[config.mk]
export PLATFORM = sky130hd
export DESIGN_NAME = stepper_ramp_step_generator_unit_flat
export DESIGN_NICKNAME = d
export VERILOG_FILES = /design/src/rtl/srsg_pkg.sv /design/src/rtl/srsg_req_if.sv /design/src/rtl/srsg_ctrl.sv /design/src/rtl/srsg_datapath.sv /design/src/rtl/stepper_ramp_step_generator_unit.sv /design/src/flat_wrapper.sv
export VERILOG_INCLUDE_DIRS = /design/src /design/src/rtl
export SDC_FILE = /design/constraint.sdc
export NUM_CORES = 2
export LEC_CHECK = 0
export BUFFER_PORTS_ARGS = -buffer_cell sky130_fd_sc_hd__buf_2
export CORE_ASPECT_RATIO = 0.75
export CORE_MARGIN = 2
export CORE_UTILIZATION = 59
export CTS_BUF_LIST = sky130_fd_sc_hd__clkbuf_8
export CTS_CLUSTER_DIAMETER = 120
export DETAILED_ROUTE_END_ITERATION = 16
export HOLD_SLACK_MARGIN = 0.15
export PLACE_DENSITY_LB_ADDON = 0.25
export SETUP_SLACK_MARGIN = 0.1
export SKIP_LAST_GASP = 1
export SYNTH_ARGS = -nofsm -noshare
export SYNTH_HDL_FRONTEND = slang
export SYNTH_HIERARCHICAL = 1
export SYNTH_SLANG_ARGS = --single-unit
[constraint.sdc]
create_clock -name clk -period 9.5 [get_ports clk]
set_clock_uncertainty 0.05 [all_clocks]
set_input_delay 0.475 -clock clk [delete_from_list [all_inputs] [get_ports clk]]
set_output_delay 0.475 -clock clk [all_outputs]
set_load 0.02 [all_outputs]
[src/rtl/stepper_ramp_step_generator_unit_assert.svh]
// Assertion macros for the stepper ramp step generator.
`ifndef STEPPER_RAMP_STEP_GENERATOR_UNIT_ASSERT_SVH
`define STEPPER_RAMP_STEP_GENERATOR_UNIT_ASSERT_SVH

// Same-cycle implication, checked on every rising clock edge outside reset.
`define SRSG_ASSERT_NOW(lbl, ante, cons, msg) \
  lbl: assert property (@(posedge clk) disable iff (rst) (ante) |-> (cons)) else $error(msg);

// Next-cycle implication.
`define SRSG_ASSERT_NEXT(lbl, ante, cons, msg) \
  lbl: assert property (@(posedge clk) disable iff (rst) (ante) |=> (cons)) else $error(msg);

`endif

[src/rtl/srsg_pkg.sv]
// Shared types and constants of the stepper ramp step generator.
package srsg_pkg;

  localparam logic [1:0] MODE_TICK = 2'd0;
  localparam logic [1:0] MODE_MOVE = 2'd1;
  localparam logic [1:0] MODE_SET  = 2'd2;
  localparam logic [1:0] MODE_STOP = 2'd3;

  localparam logic [1:0] REG_FIRST_INTERVAL = 2'd0;
  localparam logic [1:0] REG_MIN_INTERVAL   = 2'd1;
  localparam logic [1:0] REG_MAX_SPEED      = 2'd2;
  localparam logic [1:0] REG_RAMP_NUMERATOR = 2'd3;

  localparam int NUMER_BITS = 50;
  localparam int CFG_DATA_BITS = 50;

  typedef struct packed {
    logic apply;     // take the accepted request
    logic q_load;    // load divider for numerator over interval
    logic sl_load;   // load divider for stopping steps
    logic div_step;  // one restoring division step
    logic decide;    // plan ramp step, load ramp divider
    logic rapply;    // update interval from ramp term
    logic emit;      // load output register
  } srsg_cmd_t;

  typedef struct packed {
    logic recompute;  // accepted request needs a ramp recompute
    logic div_last;   // current division step is the last one
    logic need_ramp;  // planned step needs the ramp division
    logic out_free;   // output register can take a result
  } srsg_status_t;

endpackage

[src/rtl/srsg_req_if.sv]
// Request, response and configuration channels.
interface srsg_req_if;
  logic        valid;
  logic        ready;
  logic [1:0]  mode;
  logic signed [31:0] position;
  modport source (output valid, mode, position, input ready);
  modport sink (input valid, mode, position, output ready);
endinterface

interface srsg_rsp_if;
  logic        valid;
  logic        ready;
  logic        step_pulse;
  logic        clockwise;
  logic signed [31:0] current_position;
  logic        running;
  logic        arrived;
  logic        driver_enable;
  modport source (output valid, step_pulse, clockwise, current_position, running,
                  arrived, driver_enable, input ready);
  modport sink (input valid, step_pulse, clockwise, current_position, running,
                arrived, driver_enable, output ready);
endinterface

interface srsg_cfg_if;
  logic        valid;
  logic        ready;
  logic [1:0]  index;
  logic [srsg_pkg::CFG_DATA_BITS-1:0] data;
  modport source (output valid, index, data, input ready);
  modport sink (input valid, index, data, output ready);
endinterface

[src/rtl/srsg_ctrl.sv]
// Sequencer for request handling, division passes and result hand-off.
module srsg_ctrl (
  input  logic                   clk,
  input  logic                   rst,
  input  logic                   req_valid,
  output logic                   req_ready,
  input  srsg_pkg::srsg_status_t st,
  output srsg_pkg::srsg_cmd_t    cmd
);

  localparam logic [2:0] S_IDLE   = 3'd0;
  localparam logic [2:0] S_QLOAD  = 3'd1;
  localparam logic [2:0] S_SLLOAD = 3'd2;
  localparam logic [2:0] S_DIV    = 3'd3;
  localparam logic [2:0] S_DECIDE = 3'd4;
  localparam logic [2:0] S_RAPPLY = 3'd5;
  localparam logic [2:0] S_DONE   = 3'd6;

  localparam logic [1:0] PH_QUOT = 2'd0;  // numerator over interval
  localparam logic [1:0] PH_STOP = 2'd1;  // stopping steps
  localparam logic [1:0] PH_RAMP = 2'd2;  // ramp term

  logic [2:0] state, state_next;
  logic [1:0] phase, phase_next;

  assign req_ready = (state == S_IDLE);

  always_comb begin
    state_next = state;
    phase_next = phase;
    cmd = '0;
    unique case (state)
      S_IDLE: begin
        if (req_valid) begin
          cmd.apply = 1'b1;
          state_next = st.recompute ? S_QLOAD : S_DONE;
        end
      end
      S_QLOAD: begin
        cmd.q_load = 1'b1;
        phase_next = PH_QUOT;
        state_next = S_DIV;
      end
      S_SLLOAD: begin
        cmd.sl_load = 1'b1;
        phase_next = PH_STOP;
        state_next = S_DIV;
      end
      S_DIV: begin
        cmd.div_step = 1'b1;
        if (st.div_last) begin
          if (phase == PH_QUOT) state_next = S_SLLOAD;
          else if (phase == PH_STOP) state_next = S_DECIDE;
          else state_next = S_RAPPLY;
        end
      end
      S_DECIDE: begin
        cmd.decide = 1'b1;
        phase_next = PH_RAMP;
        state_next = st.need_ramp ? S_DIV : S_DONE;
      end
      S_RAPPLY: begin
        cmd.rapply = 1'b1;
        state_next = S_DONE;
      end
      S_DONE: begin
        if (st.out_free) begin
          cmd.emit = 1'b1;
          state_next = S_IDLE;
        end
      end
      default: state_next = S_IDLE;
    endcase
  end

  always_ff @(posedge clk) begin
    if (rst) begin
      state <= S_IDLE;
      phase <= PH_QUOT;
    end else begin
      state <= state_next;
      phase <= phase_next;
    end
  end

endmodule

[src/rtl/srsg_datapath.sv]
// Motion state, configuration registers, shared divider and output register.
module srsg_datapath #(
  parameter int POSITION_BITS = 32,
  parameter int INTERVAL_FRAC_BITS = 8
) (
  input  logic                   clk,
  input  logic                   rst,
  input  srsg_pkg::srsg_cmd_t    cmd,
  output srsg_pkg::srsg_status_t st,
  input  logic [1:0]             req_mode,
  input  logic signed [31:0]     req_position,
  input  logic                   cfg_we,
  input  logic [1:0]             cfg_index,
  input  logic [srsg_pkg::CFG_DATA_BITS-1:0] cfg_data,
  input  logic                   rsp_ready,
  output logic                   rsp_valid,
  output logic                   rsp_step_pulse,
  output logic                   rsp_clockwise,
  output logic signed [31:0]     rsp_current_position,
  output logic                   rsp_running,
  output logic                   rsp_arrived,
  output logic                   rsp_driver_enable
);

  localparam int P  = POSITION_BITS;
  localparam int F  = INTERVAL_FRAC_BITS;
  localparam int EW = 32 + F;
  localparam int D1 = srsg_pkg::NUMER_BITS + F;
  localparam int SW = (D1 + F > 63) ? D1 + F : 63;
  localparam int CW = (P + 2 > 33) ? P + 2 : 33;
  localparam logic [30:0] SL_MAX = '1;

  // configuration
  logic [31:0] first_interval, min_interval;
  logic [23:0] max_speed_interval;
  logic [srsg_pkg::NUMER_BITS-1:0] ramp_numerator;

  // motion state
  logic signed [P-1:0] pos_now, pos_goal;
  logic signed [31:0]  ramp_step;
  logic [31:0]         ramp_interval, active_interval, elapsed;
  logic                dir_cw, speed_zero, enabled;

  // per-request flags
  logic step_flag, step_dir, arrived_flag;

  // divider: dividend bits leave dd at the top, quotient bits enter at the bottom
  logic [D1-1:0] dd;
  logic [33:0]   rem, dv;
  logic [6:0]    cnt;
  logic          sat, ramp_neg;

  // tick evaluation
  logic [31:0] e_inc;
  logic        step_now;
  assign e_inc = (elapsed == '1) ? elapsed : elapsed + 32'd1;
  assign step_now = (active_interval != '0)
                 && ((EW'(e_inc) << F) >= EW'(active_interval))
                 && (e_inc >= {8'd0, max_speed_interval});

  logic [P+31:0] pin_ext;
  assign pin_ext = {{P{req_position[31]}}, req_position};

  // second pass of stopping steps: first quotient scaled, checked for overflow
  logic [SW-1:0] q_sh, c_sh;
  assign q_sh = SW'(dd) << F;
  assign c_sh = SW'(ramp_interval) << 31;

  logic [30:0] sl;
  always_comb begin
    if (speed_zero) sl = '0;
    else if (ramp_interval == '0 || sat) sl = SL_MAX;
    else sl = dd[30:0];
  end

  logic signed [P:0] gap;
  assign gap = $signed({pos_goal[P-1], pos_goal}) - $signed({pos_now[P-1], pos_now});

  logic signed [CW-1:0] gap_x, ngap_x, sl_x;
  assign gap_x  = CW'(gap);
  assign ngap_x = -gap_x;
  assign sl_x   = $signed({(CW-31)'(0), sl});

  logic               arrive;
  logic signed [31:0] n_new, neg_sl;
  assign neg_sl = -$signed({1'b0, sl});
  assign arrive = (gap == '0) && (sl <= 31'd1);

  always_comb begin
    n_new = ramp_step;
    if (gap > 0) begin
      if (ramp_step > 0) begin
        if (sl_x >= gap_x || !dir_cw) n_new = neg_sl;
      end else if (ramp_step < 0) begin
        if (sl_x < gap_x && dir_cw) n_new = -ramp_step;
      end
    end else if (gap < 0) begin
      if (ramp_step > 0) begin
        if (sl_x >= ngap_x || dir_cw) n_new = neg_sl;
      end else if (ramp_step < 0) begin
        if (sl_x < ngap_x && !dir_cw) n_new = -ramp_step;
      end
    end
  end

  logic [31:0] n_mag;
  logic [33:0] d_mag;
  assign n_mag = n_new[31] ? 32'(-n_new) : 32'(n_new);
  assign d_mag = n_new[31] ? ({n_mag, 2'b00} - 34'd1) : {n_mag, 2'b01};

  // ramp term apply
  logic [32:0] c_sum;
  logic [31:0] c_adj, c_lim;
  logic signed [31:0] n_inc;
  assign c_sum = ramp_neg ? ({1'b0, ramp_interval} + dd[32:0])
                          : ({1'b0, ramp_interval} - dd[32:0]);
  assign c_adj = c_sum[32] ? 32'hFFFF_FFFF : c_sum[31:0];
  assign c_lim = (c_adj < min_interval) ? min_interval : c_adj;
  assign n_inc = (ramp_step == 32'sh7FFF_FFFF) ? ramp_step : ramp_step + 32'sd1;

  // division step
  logic [34:0] r2, r_sub;
  logic        ge;
  assign r2 = {rem, dd[D1-1]};
  assign r_sub = r2 - {1'b0, dv};
  assign ge = r2 >= {1'b0, dv};

  assign st.recompute = (req_mode == srsg_pkg::MODE_MOVE)
                     || (req_mode == srsg_pkg::MODE_TICK && step_now);
  assign st.div_last  = (cnt == 7'd1);
  assign st.need_ramp = !arrive && (n_new != '0);
  assign st.out_free  = !rsp_valid || rsp_ready;

  always_ff @(posedge clk) begin
    if (rst) begin
      first_interval <= 32'd256000;
      min_interval <= 32'd256;
      max_speed_interval <= '0;
      ramp_numerator <= srsg_pkg::NUMER_BITS'(500000000);
      pos_now <= '0;
      pos_goal <= '0;
      ramp_step <= '0;
      ramp_interval <= '0;
      active_interval <= '0;
      elapsed <= '0;
      dir_cw <= 1'b0;
      speed_zero <= 1'b1;
      enabled <= 1'b0;
      step_flag <= 1'b0;
      step_dir <= 1'b0;
      arrived_flag <= 1'b0;
      rsp_valid <= 1'b0;
      cnt <= '0;
    end else begin
      if (cfg_we) begin
        unique case (cfg_index)
          srsg_pkg::REG_FIRST_INTERVAL: first_interval <= cfg_data[31:0];
          srsg_pkg::REG_MIN_INTERVAL:   min_interval <= cfg_data[31:0];
          srsg_pkg::REG_MAX_SPEED:      max_speed_interval <= cfg_data[23:0];
          srsg_pkg::REG_RAMP_NUMERATOR: ramp_numerator <= cfg_data;
          default: ;
        endcase
      end

      if (cmd.apply) begin
        step_flag <= 1'b0;
        arrived_flag <= 1'b0;
        step_dir <= dir_cw;
        unique case (req_mode)
          srsg_pkg::MODE_TICK: begin
            if (step_now) begin
              step_flag <= 1'b1;
              elapsed <= '0;
              pos_now <= dir_cw ? pos_now + P'(1) : pos_now - P'(1);
            end else begin
              elapsed <= e_inc;
            end
          end
          srsg_pkg::MODE_MOVE: begin
            pos_goal <= pin_ext[P-1:0];
            enabled <= 1'b1;
          end
          srsg_pkg::MODE_SET: begin
            pos_now <= pin_ext[P-1:0];
            pos_goal <= pin_ext[P-1:0];
            ramp_step <= '0;
            active_interval <= '0;
          end
          default: begin
            pos_goal <= pos_now;
            ramp_step <= '0;
            active_interval <= '0;
          end
        endcase
      end

      // numerator scaled by the fraction bits over the interval, full quotient
      if (cmd.q_load) begin
        dd <= D1'(ramp_numerator) << F;
        rem <= '0;
        dv <= {2'b00, ramp_interval};
        cnt <= 7'(D1);
      end

      // first quotient scaled again over the interval, 31 quotient bits
      if (cmd.sl_load) begin
        sat <= q_sh >= c_sh;
        rem <= 34'(q_sh >> 31);
        dd <= {q_sh[30:0], (D1-31)'(0)};
        dv <= {2'b00, ramp_interval};
        cnt <= 7'd31;
      end

      if (cmd.div_step) begin
        rem <= ge ? r_sub[33:0] : r2[33:0];
        dd <= {dd[D1-2:0], ge};
        cnt <= cnt - 7'd1;
      end

      if (cmd.decide) begin
        if (arrive) begin
          active_interval <= '0;
          speed_zero <= 1'b1;
          ramp_step <= '0;
          arrived_flag <= 1'b1;
        end else if (n_new == '0) begin
          ramp_interval <= first_interval;
          active_interval <= first_interval;
          dir_cw <= gap > 0;
          ramp_step <= 32'sd1;
          speed_zero <= 1'b0;
        end else begin
          // start ramp term division 2c / |4n+1|
          ramp_step <= n_new;
          ramp_neg <= n_new[31];
          rem <= '0;
          dd <= {ramp_interval, 1'b0, (D1-33)'(0)};
          dv <= d_mag;
          cnt <= 7'd33;
        end
      end

      if (cmd.rapply) begin
        ramp_interval <= c_lim;
        active_interval <= c_lim;
        ramp_step <= n_inc;
        speed_zero <= 1'b0;
      end

      if (cmd.emit) rsp_valid <= 1'b1;
      else if (rsp_ready) rsp_valid <= 1'b0;
    end
  end

  logic [P+31:0] pos_out_ext;
  assign pos_out_ext = {{32{pos_now[P-1]}}, pos_now};

  always_ff @(posedge clk) begin
    if (cmd.emit) begin
      rsp_step_pulse <= step_flag;
      rsp_clockwise <= step_flag ? step_dir : dir_cw;
      rsp_current_position <= pos_out_ext[31:0];
      rsp_running <= active_interval != '0;
      rsp_arrived <= arrived_flag;
      rsp_driver_enable <= enabled;
    end
  end

endmodule

[src/rtl/stepper_ramp_step_generator_unit.sv]
// Stepper step generator with trapezoid ramp: top level.
//
// One request is handled at a time and gives one response. A request that
// does not step or move goes straight to the done state, which loads the
// response register once the output register is free, and the block then
// takes the next request. A step or a move runs a ramp recompute through one
// shared restoring divider that yields one quotient bit per cycle: the ramp
// numerator over the interval (NUMER_BITS + INTERVAL_FRAC_BITS quotient bits,
// 58 by default), that quotient over the interval again (31 quotient bits)
// and, when the ramp term is needed, the ramp term (33 quotient bits), which
// is then applied to the interval. The done state loads the response register
// once the output register is free. The next request is taken while a
// response still waits. Configuration is accepted in every cycle and must be
// written only while the block is idle. Intervals are unsigned fixed point
// with INTERVAL_FRAC_BITS fraction bits; positions wrap in POSITION_BITS.
module stepper_ramp_step_generator_unit #(
  parameter int POSITION_BITS = 32,
  parameter int INTERVAL_FRAC_BITS = 8
) (
  input logic clk,
  input logic rst,
  srsg_req_if.sink   req,
  srsg_rsp_if.source rsp,
  srsg_cfg_if.sink   cfg
);

  srsg_pkg::srsg_cmd_t    cmd;
  srsg_pkg::srsg_status_t st;

  assign cfg.ready = 1'b1;

  srsg_ctrl u_ctrl (
    .clk       (clk),
    .rst       (rst),
    .req_valid (req.valid),
    .req_ready (req.ready),
    .st        (st),
    .cmd       (cmd)
  );

  srsg_datapath #(
    .POSITION_BITS      (POSITION_BITS),
    .INTERVAL_FRAC_BITS (INTERVAL_FRAC_BITS)
  ) u_dp (
    .clk                  (clk),
    .rst                  (rst),
    .cmd                  (cmd),
    .st                   (st),
    .req_mode             (req.mode),
    .req_position         (req.position),
    .cfg_we               (cfg.valid),
    .cfg_index            (cfg.index),
    .cfg_data             (cfg.data),
    .rsp_ready            (rsp.ready),
    .rsp_valid            (rsp.valid),
    .rsp_step_pulse       (rsp.step_pulse),
    .rsp_clockwise        (rsp.clockwise),
    .rsp_current_position (rsp.current_position),
    .rsp_running          (rsp.running),
    .rsp_arrived          (rsp.arrived),
    .rsp_driver_enable    (rsp.driver_enable)
  );

`include "stepper_ramp_step_generator_unit_assert.svh"

  `SRSG_ASSERT_NOW(a_arrive_idle, rsp.valid && rsp.arrived, !rsp.running, "arrived while running")
  `SRSG_ASSERT_NOW(a_run_enabled, rsp.valid && rsp.running, rsp.driver_enable, "running without enable")
  `SRSG_ASSERT_NEXT(a_busy_after_req, req.valid && req.ready, !req.ready, "ready right after request")
  `SRSG_ASSERT_NEXT(a_emit_valid, cmd.emit, rsp.valid, "response lost")

endmodule
[src/flat_wrapper.sv]
// flat-port wrapper written by rule: the top's interface ports become plain ports
module stepper_ramp_step_generator_unit_flat 
#(
  parameter int POSITION_BITS = 32,
  parameter int INTERVAL_FRAC_BITS = 8
)
  (clk, rst, req_valid, req_mode, req_position, req_ready, rsp_valid, rsp_step_pulse, rsp_clockwise, rsp_current_position, rsp_running, rsp_arrived, rsp_driver_enable, rsp_ready, cfg_valid, cfg_index, cfg_data, cfg_ready);
  srsg_req_if req_i ();
  srsg_rsp_if rsp_i ();
  srsg_cfg_if cfg_i ();
  input logic clk;
  input logic rst;
  input wire logic [$bits(req_i.valid)-1:0] req_valid;
  input wire logic [$bits(req_i.mode)-1:0] req_mode;
  input wire logic [$bits(req_i.position)-1:0] req_position;
  output wire logic [$bits(req_i.ready)-1:0] req_ready;
  output wire logic [$bits(rsp_i.valid)-1:0] rsp_valid;
  output wire logic [$bits(rsp_i.step_pulse)-1:0] rsp_step_pulse;
  output wire logic [$bits(rsp_i.clockwise)-1:0] rsp_clockwise;
  output wire logic [$bits(rsp_i.current_position)-1:0] rsp_current_position;
  output wire logic [$bits(rsp_i.running)-1:0] rsp_running;
  output wire logic [$bits(rsp_i.arrived)-1:0] rsp_arrived;
  output wire logic [$bits(rsp_i.driver_enable)-1:0] rsp_driver_enable;
  input wire logic [$bits(rsp_i.ready)-1:0] rsp_ready;
  input wire logic [$bits(cfg_i.valid)-1:0] cfg_valid;
  input wire logic [$bits(cfg_i.index)-1:0] cfg_index;
  input wire logic [$bits(cfg_i.data)-1:0] cfg_data;
  output wire logic [$bits(cfg_i.ready)-1:0] cfg_ready;
  assign req_i.valid = req_valid;
  assign req_i.mode = req_mode;
  assign req_i.position = req_position;
  assign req_ready = req_i.ready;
  assign rsp_valid = rsp_i.valid;
  assign rsp_step_pulse = rsp_i.step_pulse;
  assign rsp_clockwise = rsp_i.clockwise;
  assign rsp_current_position = rsp_i.current_position;
  assign rsp_running = rsp_i.running;
  assign rsp_arrived = rsp_i.arrived;
  assign rsp_driver_enable = rsp_i.driver_enable;
  assign rsp_i.ready = rsp_ready;
  assign cfg_i.valid = cfg_valid;
  assign cfg_i.index = cfg_index;
  assign cfg_i.data = cfg_data;
  assign cfg_ready = cfg_i.ready;
  stepper_ramp_step_generator_unit #(.POSITION_BITS(POSITION_BITS), .INTERVAL_FRAC_BITS(INTERVAL_FRAC_BITS)) u_core (.clk(clk), .rst(rst), .req(req_i), .rsp(rsp_i), .cfg(cfg_i));
endmodule
==> results_dict.tcl <==
set metrics [dict create \
    syn_area_per_cell_um2 7.724 \
    track_usage 0.3924 \
    hold_path.class "in -> reg" \
    start_util 0.5943 \
    rsz0062_at_grt "false" \
    overflow 0 \
    synthArstFlopShare 0 \
    coreArea_um2 69890 \
    place.detailed.hpwl_um 107100 \
    dpl_cell_area_um2 43460 \
    cts_made_buffers 86 \
    post-route-period-util 0.9630 \
    synth.distinct_cells 118 \
    arrival_ns 9.54 \
    drtIter0Drc 6227 \
    wl_per_cell_um 22.63 \
    synth-seq-area-share 0.2875 \
    clock-root-buffer "clkbuf_8" \
    fp.dieW_um 310.4 \
    clk_pin_slew_worst_paths_ns 0.07 \
    seqCellArea_um2 11950 \
    final_area_um2 46670 \
    synth.most_common_cell "nor2_1" \
    syn_inst 5378 \
    antenna_found_initial 11 \
    placementRows 84 \
    synth_largest_area_cell "dfxtp_1" \
    ys_seq_elements 514 \
    io_buffers 129 \
    finalNetCount 5912 \
    synth_top_cells_by_count "nor2_1, nand2_1, a21oi_1" \
    maxSlewViolCount 0 \
    grt_pass1_vias 37994 \
    dieArea_um2 72570 \
    yosysTopAreaCellShare 0.1682 \
    synthFlopType "dfxtp_1" \
    multiInputGateArea_um2 27560 \
    synth_fp_nets 5788 \
    worstSetupPathType "reg -> reg" \
    cts.path.max_buffers 3 \
    cp_data_required_time_ns 9.89 \
    path_delay_family "simple AND/OR/NAND/NOR gates" \
    worst_slew_pin_slew_ns 1.119 \
    cts_tree "yes" \
    outcome "complete, no violations" \
    fp.dieH_um 233.8 \
    ys_warn_count 6 \
    firstDrtPassIters 6 \
    ant_nets 0 \
    wl_um 147700 \
    ys_top_cells_by_area "dfxtp_1, edfxtp_1, ha_1" \
    clock_sinks 514 \
    maxCapViolCount 0 \
    num-fill-cells 5862 \
    hold_viol_final 0 \
    synth-edff-count 165 \
    syn-cell-area_um2 41540 \
    area_delta_synth_final_pct 12.36 \
    crit_path_max_fanout 161 \
    viasPerCell 6.524 \
    crit_path_end_kind "flip-flop" \
    whs_ns 0.2063 \
    critPathMaxStageDelay_ns 0.53 \
    critPathSlowestCell "or4_1" \
    grt_pass1_wl_um 222800 \
    num_io_pins 131 \
    clk_latency_ns 0.75 \
    drive_gt1_frac 0.1191 \
    crit_buf_inv 5 \
    drc 0 \
    maxSlewHeadroom 0.2540 \
    fmax_mhz 109.3 \
    cp-start-kind "flip-flop" \
    htree_levels 3 \
    vias 42589 \
    setup_viol 0 \
    period_minus_slack_ns 9.149 \
    gp_congestion 1.027 \
    grt_max_degree 162 \
]
==> timing repair <==
item / CTS / global route
gates resized for setup: 4 / 84
hold buffers: 85 / 0
setup endpoints to repair: 143 / 232
buffers inserted: 2 / 16
pin swaps: 1 / 18
endpoints found under the hold margin: 207 / 0
==> cell usage in the layout, fill, tap and decap left out, drive strengths merged, types with 85 or more instances in the layout <==
master / count
a211oi: 184
a21oi: 523
buf: 321
clkbuf: 102
dfxtp: 349
dlygate4sd3: 85
edfxtp: 165
ha: 315
inv: 317
mux2i: 114
nand2: 583
nand3: 142
nor2: 638
nor3: 109
o21ai: 253
xnor2: 169
xor2: 105
==> stage by stage <==
stage          cells  worst slack [ns]  utilization  setup TNS [ns]
2_1_floorplan   5378            0.6887            -               0
3_3_place_gp    6257           0.05391       0.6219               0
3_5_place_dp    6257           -0.1870       0.6219          -2.452
4_1_cts         6503            0.1036       0.6604               0
5_1_grt         6523          0.004725       0.6676               0
6_report        6528            0.3512       0.6678               0
==> flip-flops by register name, summed over array words and instances (netlist names), 2 cells and up <==
name	cells
u_core/u_dp/rem	34
u_core/u_dp/pos_now	32
u_core/u_dp/max_speed_interval	24
u_core/u_dp/first_interval	32
u_core/u_dp/ramp_interval	32
u_core/u_dp/dd	58
u_core/u_dp/rsp_current_position	32
u_core/u_dp/elapsed	32
u_core/u_dp/min_interval	32
u_core/u_dp/pos_goal	32
u_core/u_dp/cnt	7
u_core/u_dp/ramp_numerator	50
u_core/u_dp/active_interval	32
u_core/u_dp/dv	34
u_core/u_ctrl/state	3
u_core/u_dp/ramp_step	32
u_core/u_ctrl/phase	2
==> final cells by class <==
cell class / count / share of cell area
clock inverters: 57 / 0.008552
well taps: 946 / 0.02536
diodes: 9 / 0.0004825
inverters: 287 / 0.02324
clock buffers: 102 / 0.03008
flip-flops and latches: 514 / 0.2559
repair buffers: 406 / 0.06581
multi-input cells: 4207 / 0.5905
==> path summary, 6_finish.rpt <==
check / startpoint / to / slack, ns / cells after the start
setup / recovery: u_core/u_dp/pos_now[5] / u_core/u_dp/dd[49] / 0.35 / 34
hold / removal: rst / u_core/u_dp/step_dir / 0.21 / 2
setup reg to reg: u_core/u_dp/pos_now[5] / u_core/u_dp/dd[49] / 0.35 / 34
hold reg to reg: u_core/u_dp/enabled / u_core/u_dp/rsp_driver_enable / 0.41 / 0
==> kinds of logic after synthesis <==
| kind of cell | after synthesis | synth area share |
|---|---|---|
| and+or+nand+nor | 1962 | 0.2230 |
| AOI/OAI and AO/OA | 1499 | 0.2357 |
| buffers and inverters | 657 | 0.06127 |
| DFF | 514 | 0.2875 |
| adders and majority gates | 319 | 0.09681 |
| xor gates and xnor gates | 274 | 0.05777 |
| muxes | 152 | 0.03795 |
| other | 1 | 0.00009027 |
==> per-layer routing <==
| metal | part of all wire | global-route usage |
|---|---|---|
| met5 | 0.00031 | 0 |
| met4 | 0.035 | 0.1345 |
| met3 | 0.13 | 0.09562 |
| met2 | 0.40 | 0.5503 |
| met1 | 0.43 | 0.5811 |
Power is not shown: default switching activity piles up to over one toggle a cycle in this logic, so the estimate is an artifact.
